--- config.mk ---
export PLATFORM = sky130hd
export DESIGN_NAME = integer_to_word_tokens_core
export DESIGN_NICKNAME = d
export VERILOG_FILES = /design/src/design/i2w_pkg.sv /design/src/design/i2w_front.sv /design/src/design/i2w_queue.sv /design/src/design/i2w_back.sv /design/src/design/integer_to_word_tokens_core.sv
export SDC_FILE = /design/constraint.sdc
export NUM_CORES = 2
export LEC_CHECK = 0
export BUFFER_PORTS_ARGS = -buffer_cell sky130_fd_sc_hd__buf_2
export CORE_MARGIN = 8
export CORE_UTILIZATION = 40
export CTS_CLUSTER_SIZE = 16
export DETAILED_ROUTE_END_ITERATION = 10
export SYNTH_ARGS = -nofsm -noshare
export SYNTH_HDL_FRONTEND = slang
export SYNTH_SLANG_ARGS = --single-unit
--- constraint.sdc ---
create_clock -name clk -period 16.7 [get_ports clk]
set_clock_uncertainty 0.2 [all_clocks]
set_input_delay 3.34 -clock clk [delete_from_list [all_inputs] [get_ports clk]]
set_output_delay 3.34 -clock clk [all_outputs]
set_load 0.01 [all_outputs]
--- src/design/i2w_pkg.sv ---
// Shared types, token codes and constant-division factors for the word token core.
`default_nettype none

package i2w_pkg;

    // Number of three-digit groups (units, thousands, millions, billions)
    localparam int GROUPS = 4;
    // Token positions inside one group: digit, Hundred, tens, unit, multiplier
    localparam int SLOTS_PER_GROUP = 5;
    localparam int SLOTS = GROUPS * SLOTS_PER_GROUP;
    localparam int POS_W = $clog2(SLOTS + 1);

    localparam int SLOT_DIGIT   = 0;
    localparam int SLOT_HUNDRED = 1;
    localparam int SLOT_TENS    = 2;
    localparam int SLOT_UNIT    = 3;
    localparam int SLOT_MULT    = 4;

    // Token codes
    localparam logic [4:0] TOK_ZERO      = 5'd0;
    localparam logic [4:0] TOK_TEN       = 5'd10;
    localparam logic [4:0] TOK_TENS_BASE = 5'd18;
    localparam logic [4:0] TOK_HUNDRED   = 5'd28;
    localparam logic [4:0] TOK_THOUSAND  = 5'd29;
    localparam logic [4:0] TOK_MILLION   = 5'd30;
    localparam logic [4:0] TOK_BILLION   = 5'd31;

    // floor(v / 1000) = (v * RECIP_1000) >> RECIP_SHIFT, exact for any 31-bit v
    localparam int GROUP_BASE = 1000;
    localparam logic [31:0] RECIP_1000 = 32'd2199023256;
    localparam int RECIP_SHIFT = 41;

    // floor(g / 100) for g < 1000 and floor(r / 10) for r < 100
    localparam logic [15:0] DIV100_MUL = 16'd41;
    localparam int DIV100_SHIFT = 12;
    localparam logic [15:0] DIV10_MUL = 16'd205;
    localparam int DIV10_SHIFT = 11;

    typedef struct packed {
        logic [3:0] hund;
        logic [3:0] tens;
        logic [3:0] unit;
    } digits_t;

    // grp[0] is the units group, grp[3] the billions group
    typedef struct packed {
        digits_t [GROUPS-1:0] grp;
    } entry_t;

    function automatic logic [4:0] mult_tok(input logic [1:0] grp_idx);
        logic [4:0] tok;
        case (grp_idx)
            2'd1:    tok = TOK_THOUSAND;
            2'd2:    tok = TOK_MILLION;
            2'd3:    tok = TOK_BILLION;
            default: tok = TOK_ZERO;
        endcase
        return tok;
    endfunction

endpackage

`default_nettype wire

--- src/design/i2w_front.sv ---
// Front pipeline: splits a value into base-1000 groups and each group into decimal digits.
`default_nettype none

module i2w_front (
    input  wire logic                 clk,
    input  wire logic                 rst_n,
    input  wire logic                 item_valid,
    output logic                      item_ready,
    input  wire logic [30:0]          value,
    output logic                      push_valid,
    input  wire logic                 push_ready,
    output i2w_pkg::entry_t           push_data
);

    localparam int STAGES = 8;

    logic [STAGES-1:0] vld_reg, vld_next;
    logic              advance;

    // Stage 1: first quotient by 1000
    logic [62:0] s1_prod;
    logic [21:0] s1_q_reg, s1_q_next;
    logic [30:0] s1_v_reg;
    // Stage 2: units group
    logic [30:0] s2_rem;
    logic [9:0]  s2_g0_reg, s2_g0_next;
    logic [21:0] s2_v_reg;
    // Stage 3: second quotient by 1000
    logic [53:0] s3_prod;
    logic [11:0] s3_q_reg, s3_q_next;
    logic [21:0] s3_v_reg;
    logic [9:0]  s3_g0_reg;
    // Stage 4: thousands group
    logic [21:0] s4_rem;
    logic [9:0]  s4_g1_reg, s4_g1_next;
    logic [11:0] s4_v_reg;
    logic [9:0]  s4_g0_reg;
    // Stage 5: millions and billions groups
    logic [1:0]  s5_g3;
    logic [11:0] s5_rem;
    logic [i2w_pkg::GROUPS-1:0][9:0] s5_grp_reg, s5_grp_next;
    // Stage 6..8: digit split per group lane
    logic [i2w_pkg::GROUPS-1:0][15:0] s6_prod;
    logic [i2w_pkg::GROUPS-1:0][3:0]  s6_h_next, s6_h_reg;
    logic [i2w_pkg::GROUPS-1:0][9:0]  s6_grp_reg;
    logic [i2w_pkg::GROUPS-1:0][6:0]  s7_r_next, s7_r_reg;
    logic [i2w_pkg::GROUPS-1:0][3:0]  s7_h_reg;
    logic [i2w_pkg::GROUPS-1:0][15:0] s8_prod;
    logic [i2w_pkg::GROUPS-1:0][3:0]  s8_t_next, s8_t_reg;
    logic [i2w_pkg::GROUPS-1:0][6:0]  s8_r_reg;
    logic [i2w_pkg::GROUPS-1:0][3:0]  s8_h_reg;

    // The whole pipeline moves together; hold when the last stage cannot transfer
    assign advance    = !vld_reg[STAGES-1] || push_ready;
    assign item_ready = advance;
    assign push_valid = vld_reg[STAGES-1];

    always_comb
    begin
        vld_next = vld_reg;
        if (advance)
        begin
            vld_next = {vld_reg[STAGES-2:0], item_valid};
        end
    end

    always_ff @(posedge clk or negedge rst_n)
    begin
        if (!rst_n)
        begin
            vld_reg <= '0;
        end
        else
        begin
            vld_reg <= vld_next;
        end
    end

    assign s1_prod   = value * i2w_pkg::RECIP_1000;
    assign s1_q_next = s1_prod[62:i2w_pkg::RECIP_SHIFT];

    assign s2_rem     = s1_v_reg - 31'(s1_q_reg) * 31'(i2w_pkg::GROUP_BASE);
    assign s2_g0_next = s2_rem[9:0];

    assign s3_prod   = s2_v_reg * i2w_pkg::RECIP_1000;
    assign s3_q_next = s3_prod[52:i2w_pkg::RECIP_SHIFT];

    assign s4_rem     = s3_v_reg - 22'(s3_q_reg) * 22'(i2w_pkg::GROUP_BASE);
    assign s4_g1_next = s4_rem[9:0];

    // What remains is below 2148, so the last division is two compares
    always_comb
    begin
        if (s4_v_reg >= 12'(2 * i2w_pkg::GROUP_BASE))
        begin
            s5_g3  = 2'd2;
            s5_rem = s4_v_reg - 12'(2 * i2w_pkg::GROUP_BASE);
        end
        else if (s4_v_reg >= 12'(i2w_pkg::GROUP_BASE))
        begin
            s5_g3  = 2'd1;
            s5_rem = s4_v_reg - 12'(i2w_pkg::GROUP_BASE);
        end
        else
        begin
            s5_g3  = 2'd0;
            s5_rem = s4_v_reg;
        end
        s5_grp_next[0] = s4_g0_reg;
        s5_grp_next[1] = s4_g1_reg;
        s5_grp_next[2] = s5_rem[9:0];
        s5_grp_next[3] = 10'(s5_g3);
    end

    always_comb
    begin
        for (int k = 0; k < i2w_pkg::GROUPS; k++)
        begin
            s6_prod[k]   = 16'(s5_grp_reg[k]) * i2w_pkg::DIV100_MUL;
            s6_h_next[k] = 4'(s6_prod[k] >> i2w_pkg::DIV100_SHIFT);
            s7_r_next[k] = 7'(s6_grp_reg[k] - 10'(s6_h_reg[k]) * 10'd100);
            s8_prod[k]   = 16'(s7_r_reg[k]) * i2w_pkg::DIV10_MUL;
            s8_t_next[k] = 4'(s8_prod[k] >> i2w_pkg::DIV10_SHIFT);
            push_data.grp[k].hund = s8_h_reg[k];
            push_data.grp[k].tens = s8_t_reg[k];
            push_data.grp[k].unit = 4'(s8_r_reg[k] - 7'(s8_t_reg[k]) * 7'd10);
        end
    end

    always_ff @(posedge clk)
    begin
        if (advance)
        begin
            s1_q_reg   <= s1_q_next;
            s1_v_reg   <= value;
            s2_g0_reg  <= s2_g0_next;
            s2_v_reg   <= s1_q_reg;
            s3_q_reg   <= s3_q_next;
            s3_v_reg   <= s2_v_reg;
            s3_g0_reg  <= s2_g0_reg;
            s4_g1_reg  <= s4_g1_next;
            s4_v_reg   <= s3_q_reg;
            s4_g0_reg  <= s3_g0_reg;
            s5_grp_reg <= s5_grp_next;
            s6_h_reg   <= s6_h_next;
            s6_grp_reg <= s5_grp_reg;
            s7_r_reg   <= s7_r_next;
            s7_h_reg   <= s6_h_reg;
            s8_t_reg   <= s8_t_next;
            s8_r_reg   <= s7_r_reg;
            s8_h_reg   <= s7_h_reg;
        end
    end

endmodule

`default_nettype wire

--- src/design/i2w_queue.sv ---
// Small FIFO of digit entries between the front pipeline and the token sequencer.
`default_nettype none

module i2w_queue #(
    parameter int DEPTH = 4
) (
    input  wire logic             clk,
    input  wire logic             rst_n,
    input  wire logic             push_valid,
    output logic                  push_ready,
    input  wire i2w_pkg::entry_t  push_data,
    output logic                  head_valid,
    input  wire logic             pop,
    output i2w_pkg::entry_t       head_data
);

    localparam int AW = $clog2(DEPTH);
    localparam int CW = $clog2(DEPTH + 1);

    i2w_pkg::entry_t slots_reg [DEPTH];
    logic [AW-1:0] wr_ptr_reg, wr_ptr_next;
    logic [AW-1:0] rd_ptr_reg, rd_ptr_next;
    logic [CW-1:0] count_reg, count_next;
    logic          do_push;
    logic          do_pop;

    assign push_ready = (count_reg != CW'(DEPTH));
    assign head_valid = (count_reg != '0);
    assign head_data  = slots_reg[rd_ptr_reg];
    assign do_push    = push_valid && push_ready;
    assign do_pop     = pop && head_valid;

    always_comb
    begin
        wr_ptr_next = wr_ptr_reg;
        rd_ptr_next = rd_ptr_reg;
        count_next  = count_reg;
        if (do_push)
        begin
            wr_ptr_next = (wr_ptr_reg == AW'(DEPTH - 1)) ? '0 : wr_ptr_reg + 1'b1;
        end
        if (do_pop)
        begin
            rd_ptr_next = (rd_ptr_reg == AW'(DEPTH - 1)) ? '0 : rd_ptr_reg + 1'b1;
        end
        if (do_push && !do_pop)
        begin
            count_next = count_reg + 1'b1;
        end
        else if (do_pop && !do_push)
        begin
            count_next = count_reg - 1'b1;
        end
    end

    always_ff @(posedge clk or negedge rst_n)
    begin
        if (!rst_n)
        begin
            wr_ptr_reg <= '0;
            rd_ptr_reg <= '0;
            count_reg  <= '0;
        end
        else
        begin
            wr_ptr_reg <= wr_ptr_next;
            rd_ptr_reg <= rd_ptr_next;
            count_reg  <= count_next;
        end
    end

    always_ff @(posedge clk)
    begin
        if (do_push)
        begin
            slots_reg[wr_ptr_reg] <= push_data;
        end
    end

endmodule

`default_nettype wire

--- src/design/i2w_back.sv ---
// Token sequencer: walks the token positions of the head entry and emits one token per transfer.
`default_nettype none

module i2w_back (
    input  wire logic             clk,
    input  wire logic             rst_n,
    input  wire logic             head_valid,
    input  wire i2w_pkg::entry_t  head_data,
    output logic                  pop,
    output logic                  token_valid,
    input  wire logic             token_ready,
    output logic [4:0]            word,
    output logic                  last
);

    localparam int NS = i2w_pkg::SLOTS;
    localparam int PW = i2w_pkg::POS_W;

    logic [NS-1:0]      slot_vld;
    logic [NS-1:0][4:0] slot_word;
    logic [PW-1:0]      pos_reg, pos_next;
    logic [PW-1:0]      pick;
    logic               found;
    logic               more;
    logic               emit;
    logic               valid_reg, valid_next;
    logic [4:0]         word_reg, word_next;
    logic               last_reg, last_next;

    // Lay out the possible tokens of all groups, billions first
    always_comb
    begin
        int base;
        logic nz;
        slot_vld  = '0;
        slot_word = '0;
        for (int k = 0; k < i2w_pkg::GROUPS; k++)
        begin
            base = (i2w_pkg::GROUPS - 1 - k) * i2w_pkg::SLOTS_PER_GROUP;
            nz   = (head_data.grp[k] != '0);

            slot_vld[base + i2w_pkg::SLOT_DIGIT]    = (head_data.grp[k].hund != '0);
            slot_word[base + i2w_pkg::SLOT_DIGIT]   = 5'(head_data.grp[k].hund);
            slot_vld[base + i2w_pkg::SLOT_HUNDRED]  = (head_data.grp[k].hund != '0);
            slot_word[base + i2w_pkg::SLOT_HUNDRED] = i2w_pkg::TOK_HUNDRED;

            slot_vld[base + i2w_pkg::SLOT_TENS]  = (head_data.grp[k].tens >= 4'd2);
            slot_word[base + i2w_pkg::SLOT_TENS] =
                i2w_pkg::TOK_TENS_BASE + 5'(head_data.grp[k].tens);

            // Ten to nineteen is one word
            if (head_data.grp[k].tens == 4'd1)
            begin
                slot_vld[base + i2w_pkg::SLOT_UNIT]  = 1'b1;
                slot_word[base + i2w_pkg::SLOT_UNIT] =
                    i2w_pkg::TOK_TEN + 5'(head_data.grp[k].unit);
            end
            else
            begin
                slot_vld[base + i2w_pkg::SLOT_UNIT]  = (head_data.grp[k].unit != '0);
                slot_word[base + i2w_pkg::SLOT_UNIT] = 5'(head_data.grp[k].unit);
            end

            slot_vld[base + i2w_pkg::SLOT_MULT]  = nz && (k > 0);
            slot_word[base + i2w_pkg::SLOT_MULT] = i2w_pkg::mult_tok(2'(k));
        end
    end

    // First live position at or past the cursor, and whether any follows it
    always_comb
    begin
        pick  = '0;
        found = 1'b0;
        more  = 1'b0;
        for (int p = 0; p < NS; p++)
        begin
            if (!found && slot_vld[p] && (PW'(p) >= pos_reg))
            begin
                pick  = PW'(p);
                found = 1'b1;
            end
        end
        for (int p = 0; p < NS; p++)
        begin
            if (slot_vld[p] && (PW'(p) > pick))
            begin
                more = 1'b1;
            end
        end
    end

    assign emit = head_valid && (!valid_reg || token_ready);

    always_comb
    begin
        // An all-zero entry spells Zero
        word_next  = found ? slot_word[pick] : i2w_pkg::TOK_ZERO;
        last_next  = !found || !more;
        pop        = emit && last_next;
        pos_next   = pos_reg;
        valid_next = valid_reg;
        if (emit)
        begin
            pos_next   = last_next ? '0 : pick + 1'b1;
            valid_next = 1'b1;
        end
        else if (token_ready)
        begin
            valid_next = 1'b0;
        end
    end

    always_ff @(posedge clk or negedge rst_n)
    begin
        if (!rst_n)
        begin
            pos_reg   <= '0;
            valid_reg <= 1'b0;
        end
        else
        begin
            pos_reg   <= pos_next;
            valid_reg <= valid_next;
        end
    end

    always_ff @(posedge clk)
    begin
        if (emit)
        begin
            word_reg <= word_next;
            last_reg <= last_next;
        end
    end

    assign token_valid = valid_reg;
    assign word        = word_reg;
    assign last        = last_reg;

endmodule

`default_nettype wire

--- src/design/integer_to_word_tokens_core.sv ---
// Top level of the integer to English word token core.
`default_nettype none

// Spells a 31-bit unsigned value as English word tokens, billions group first, one token per
// transfer on the token channel, with last set on the final token of each value. An eight-stage
// front pipeline splits each value into base-1000 groups and decimal digits and accepts a new
// value every cycle while the queue has room; a queue of QUEUE_DEPTH entries feeds the token
// sequencer, which emits one token per cycle from its output register unless the queue is empty
// or the token channel is held. A value spells as 1 to 16 tokens, so the sequencer sets the
// sustained rate. A value crosses the eight front stages, the queue and the output register.
module integer_to_word_tokens_core #(
    parameter int QUEUE_DEPTH = 4
) (
    input  wire logic        clk,
    input  wire logic        rst_n,
    input  wire logic        item_valid,
    output logic             item_ready,
    input  wire logic [30:0] value,
    output logic             token_valid,
    input  wire logic        token_ready,
    output logic [4:0]       word,
    output logic             last
);

    logic            push_valid;
    logic            push_ready;
    i2w_pkg::entry_t push_data;
    logic            head_valid;
    logic            pop;
    i2w_pkg::entry_t head_data;

    i2w_front u_front (
        .clk        (clk),
        .rst_n      (rst_n),
        .item_valid (item_valid),
        .item_ready (item_ready),
        .value      (value),
        .push_valid (push_valid),
        .push_ready (push_ready),
        .push_data  (push_data)
    );

    i2w_queue #(
        .DEPTH (QUEUE_DEPTH)
    ) u_queue (
        .clk        (clk),
        .rst_n      (rst_n),
        .push_valid (push_valid),
        .push_ready (push_ready),
        .push_data  (push_data),
        .head_valid (head_valid),
        .pop        (pop),
        .head_data  (head_data)
    );

    i2w_back u_back (
        .clk         (clk),
        .rst_n       (rst_n),
        .head_valid  (head_valid),
        .head_data   (head_data),
        .pop         (pop),
        .token_valid (token_valid),
        .token_ready (token_ready),
        .word        (word),
        .last        (last)
    );

    // Zero is only ever spelled on its own
    assert property (@(posedge clk) disable iff (!rst_n)
        (token_valid && (word == i2w_pkg::TOK_ZERO)) |-> last)
        else $error("Zero token without last flag");

    // A waiting entry with a free output register always yields a token
    assert property (@(posedge clk) disable iff (!rst_n)
        (head_valid && (!token_valid || token_ready)) |=> token_valid)
        else $error("token sequencer failed to advance");

    // A full queue must hold the front pipeline and the value channel
    assert property (@(posedge clk) disable iff (!rst_n)
        (push_valid && !push_ready) |-> !item_ready)
        else $error("value taken while front pipeline is held");

endmodule

`default_nettype wire
==> impl_metrics.toml <==
[status]
status = "complete, no violations"

[synthesis]
synthTopCellsByArea = "edfxtp_1 (28%), ha_1 (25%), fa_1 (23%)"
synth_largest_area_cell = "edfxtp_1"
ys_seq_area_share_pct = 29.5
ys.flop_type = "edfxtp_1"
ys_warn_count = 0
synth.avg_cell_area_um2 = 12.1
syn_nets = 5191
synth_top_area_share_pct = 28.3
yosysUniqueCellTypes = 88
synth_area_mm2 = 0.0452
synthArstFlopShare_pct = 4.70
ys_seq_elements = 447
synth_edf_count = 426
syn_inst = 3745

[final_layout]
largest_reg_flops = 152
post-route-cell-area_mm2 = 0.0488
drive_gt1_share_pct = 5.51
area_growth_syn_to_layout_pct = 8.06
nets = 5270
final_cell_mix = "inv_1 (1016), ha_1 (888), fa_1 (523), edfxtp_1 (426), a21oi_1 (101)"
antennaDiodeCount = 0
layout.cells.most_common = "inv_1"

[placement]
place_area_mm2 = 0.0472
portBuffers = 42
dp_slack_ns = 5.46
routabilityCongestion = 0.915
dp.final_hpwl_um = 74200

[setup_path]
crit_required_ns = 16.84
critPathKind = "primary input to flop"
path_max_fanout = 11
end_kind = "flop"
start_kind = "primary input"
cp.arrival_ns = 10.88

[routing]
dr_total_vias = 26000
wirelength_um = 90800
dr.pass1.iters = 5
wl_per_cell_um = 16.9
drc_errors = 0
via_per_inst = 4.85
ant_nets = 0
drt_iter0_markers = 1124

[grt]
antenna_found_initial = 0
grt_pass1_wl_um = 149000
grt_pass1_vias = 28100
grt_usage_pct = 14.8
grt_max_degree = 148
overflow = 0

[sta]
report.final.slew_viol_count = 0
period_share_pct = 64.3
rsz0062_at_grt = "false"
timing_hold_violations_final = 0
worstMarginPinSlew_ns = 1.07
relSlewSlack_pct = 28.8
period_needed_ns = 10.74
worst_slack_ns = 5.96
clock.fmax_ghz = 0.0931
tns_ns = 0
final-setup-viol-count = 0

[floorplanning]
fp.dieH_um = 352
ios = 43
rows = 123
die_x_um = 352
die_area_mm2 = 0.124
start_util_pct = 40.2
core_region_area_mm2 = 0.112

[run]
maxCapViolCount = 0

[hold_path]
hp-class = "flop to flop"

[clock_tree]
tritoncts = "built"
clk_pin_slew_ns = 0.06
clk_latency_ns = 0.61
cts_made_buffers = 48
cts_resized = 0
cts_sinks = 447
clock_path_buffers = 3
clockRootBuffer = "clkbuf_16"
postCtsSetupBuffers = 0
cts_hold_buf = 0
htreeDepth = 2
[synthesized netlist by cell type, types with 8 or more instances]
library cell,count
a211oi_1,10
a21o_1,82
a21oi_1,101
a31o_2,8
a31oi_1,11
and2_1,11
and3_1,14
clkbuf_1,11
dfrtp_1,21
edfxtp_1,426
fa_1,523
ha_1,888
inv_1,1017
mux2_2,9
mux4_2,35
nand2_1,45
nand2b_1,12
nand3_1,19
nand4_1,10
nor2_1,65
nor2b_1,11
nor3_1,36
nor4_1,8
o211ai_1,9
o21a_1,15
o21ai_0,47
o21bai_1,10
o22ai_1,9
o31ai_1,9
or2_2,14
or3_1,8
xnor2_1,83
xor2_1,46
[metal layers]
metal  part of all wire [%]  GRT usage (%)
met1                     45           19.6
met4                    2.5           3.92
met3                    3.9           2.23
met5                      0              0
met2                     48           25.4
[logic make-up after synthesis]
group	after synthesis	share of synthesized area (%)
fa+ha+maj	1411	47.8
xor+xnor	129	2.50
compound gates	392	6.09
flops	447	29.5
simple gates	272	3.13
buf+inv	1042	8.79
mux	52	2.26
[path summary, 6_finish.rpt]
path                                                  startpoint                                 to  slack (ns)  cells after the start
worst max-delay path                                    value[6]     u_front.s1_q_reg[19]$_DFFE_PP_        5.96                     23
worst min-delay path            u_front.s6_grp_reg[31]$_DFFE_PP_     u_front.s7_r_reg[22]$_DFFE_PP_        0.19                      0
worst max register to register     u_front.s2_v_reg[6]$_DFFE_PP_      u_front.s3_q_reg[4]$_DFFE_PP_        8.78                     22
worst min register to register  u_front.s6_grp_reg[31]$_DFFE_PP_     u_front.s7_r_reg[22]$_DFFE_PP_        0.19                      0
max in group asynchronous                                  rst_n  u_queue.rd_ptr_reg[0]$_DFFE_PN0P_       13.44                      1
min in group asynchronous                                  rst_n      u_back.pos_reg[1]$_DFFE_PN0P_        2.50                      1
[final cells by class]
type                       instances  area, um^2
fill                           10600       63500
multi-input combinational       2256       27900
sequential                       447       13300
inverter                        1018        3830
tap                             1500        1880
clock buffer                      58        1240
clock inverter                    31         359
timing repair buffer              53         305
[critical path: stages]
cell and delay, ns:
buf_2 0.34, ha_1 0.32, ha_1 0.25, fa_1 0.55, inv_1 0.05, fa_1 0.50
inv_1 0.06, fa_1 0.52, inv_1 0.06, fa_1 0.54, inv_1 0.06, fa_1 0.50
fa_1 0.40, ha_1 0.34, nand4_1 0.25, nor3_1 0.42, o2111ai_1 0.22, a311oi_1 0.67
o21ai_0 0.31, a31oi_1 0.57, a2111oi_0 0.24, nor3_1 0.26, xor2_1 0.10
[stage by stage]
step | hold WS, ns | cells | util (%)
finish | 0.190 | 5363 | 43.5
global route | 0.181 | 5363 | 43.5
CTS | 0.189 | 5363 | 43.5
detailed placement | 0.205 | 5274 | 42.0
global placement | 0.201 | 5274 | 42.0
floorplan | 0.200 | 3745 | -
Power is left out: the tool's default activity adds up to more than one toggle a clock period on the data nets, which glitch-free logic cannot reach.
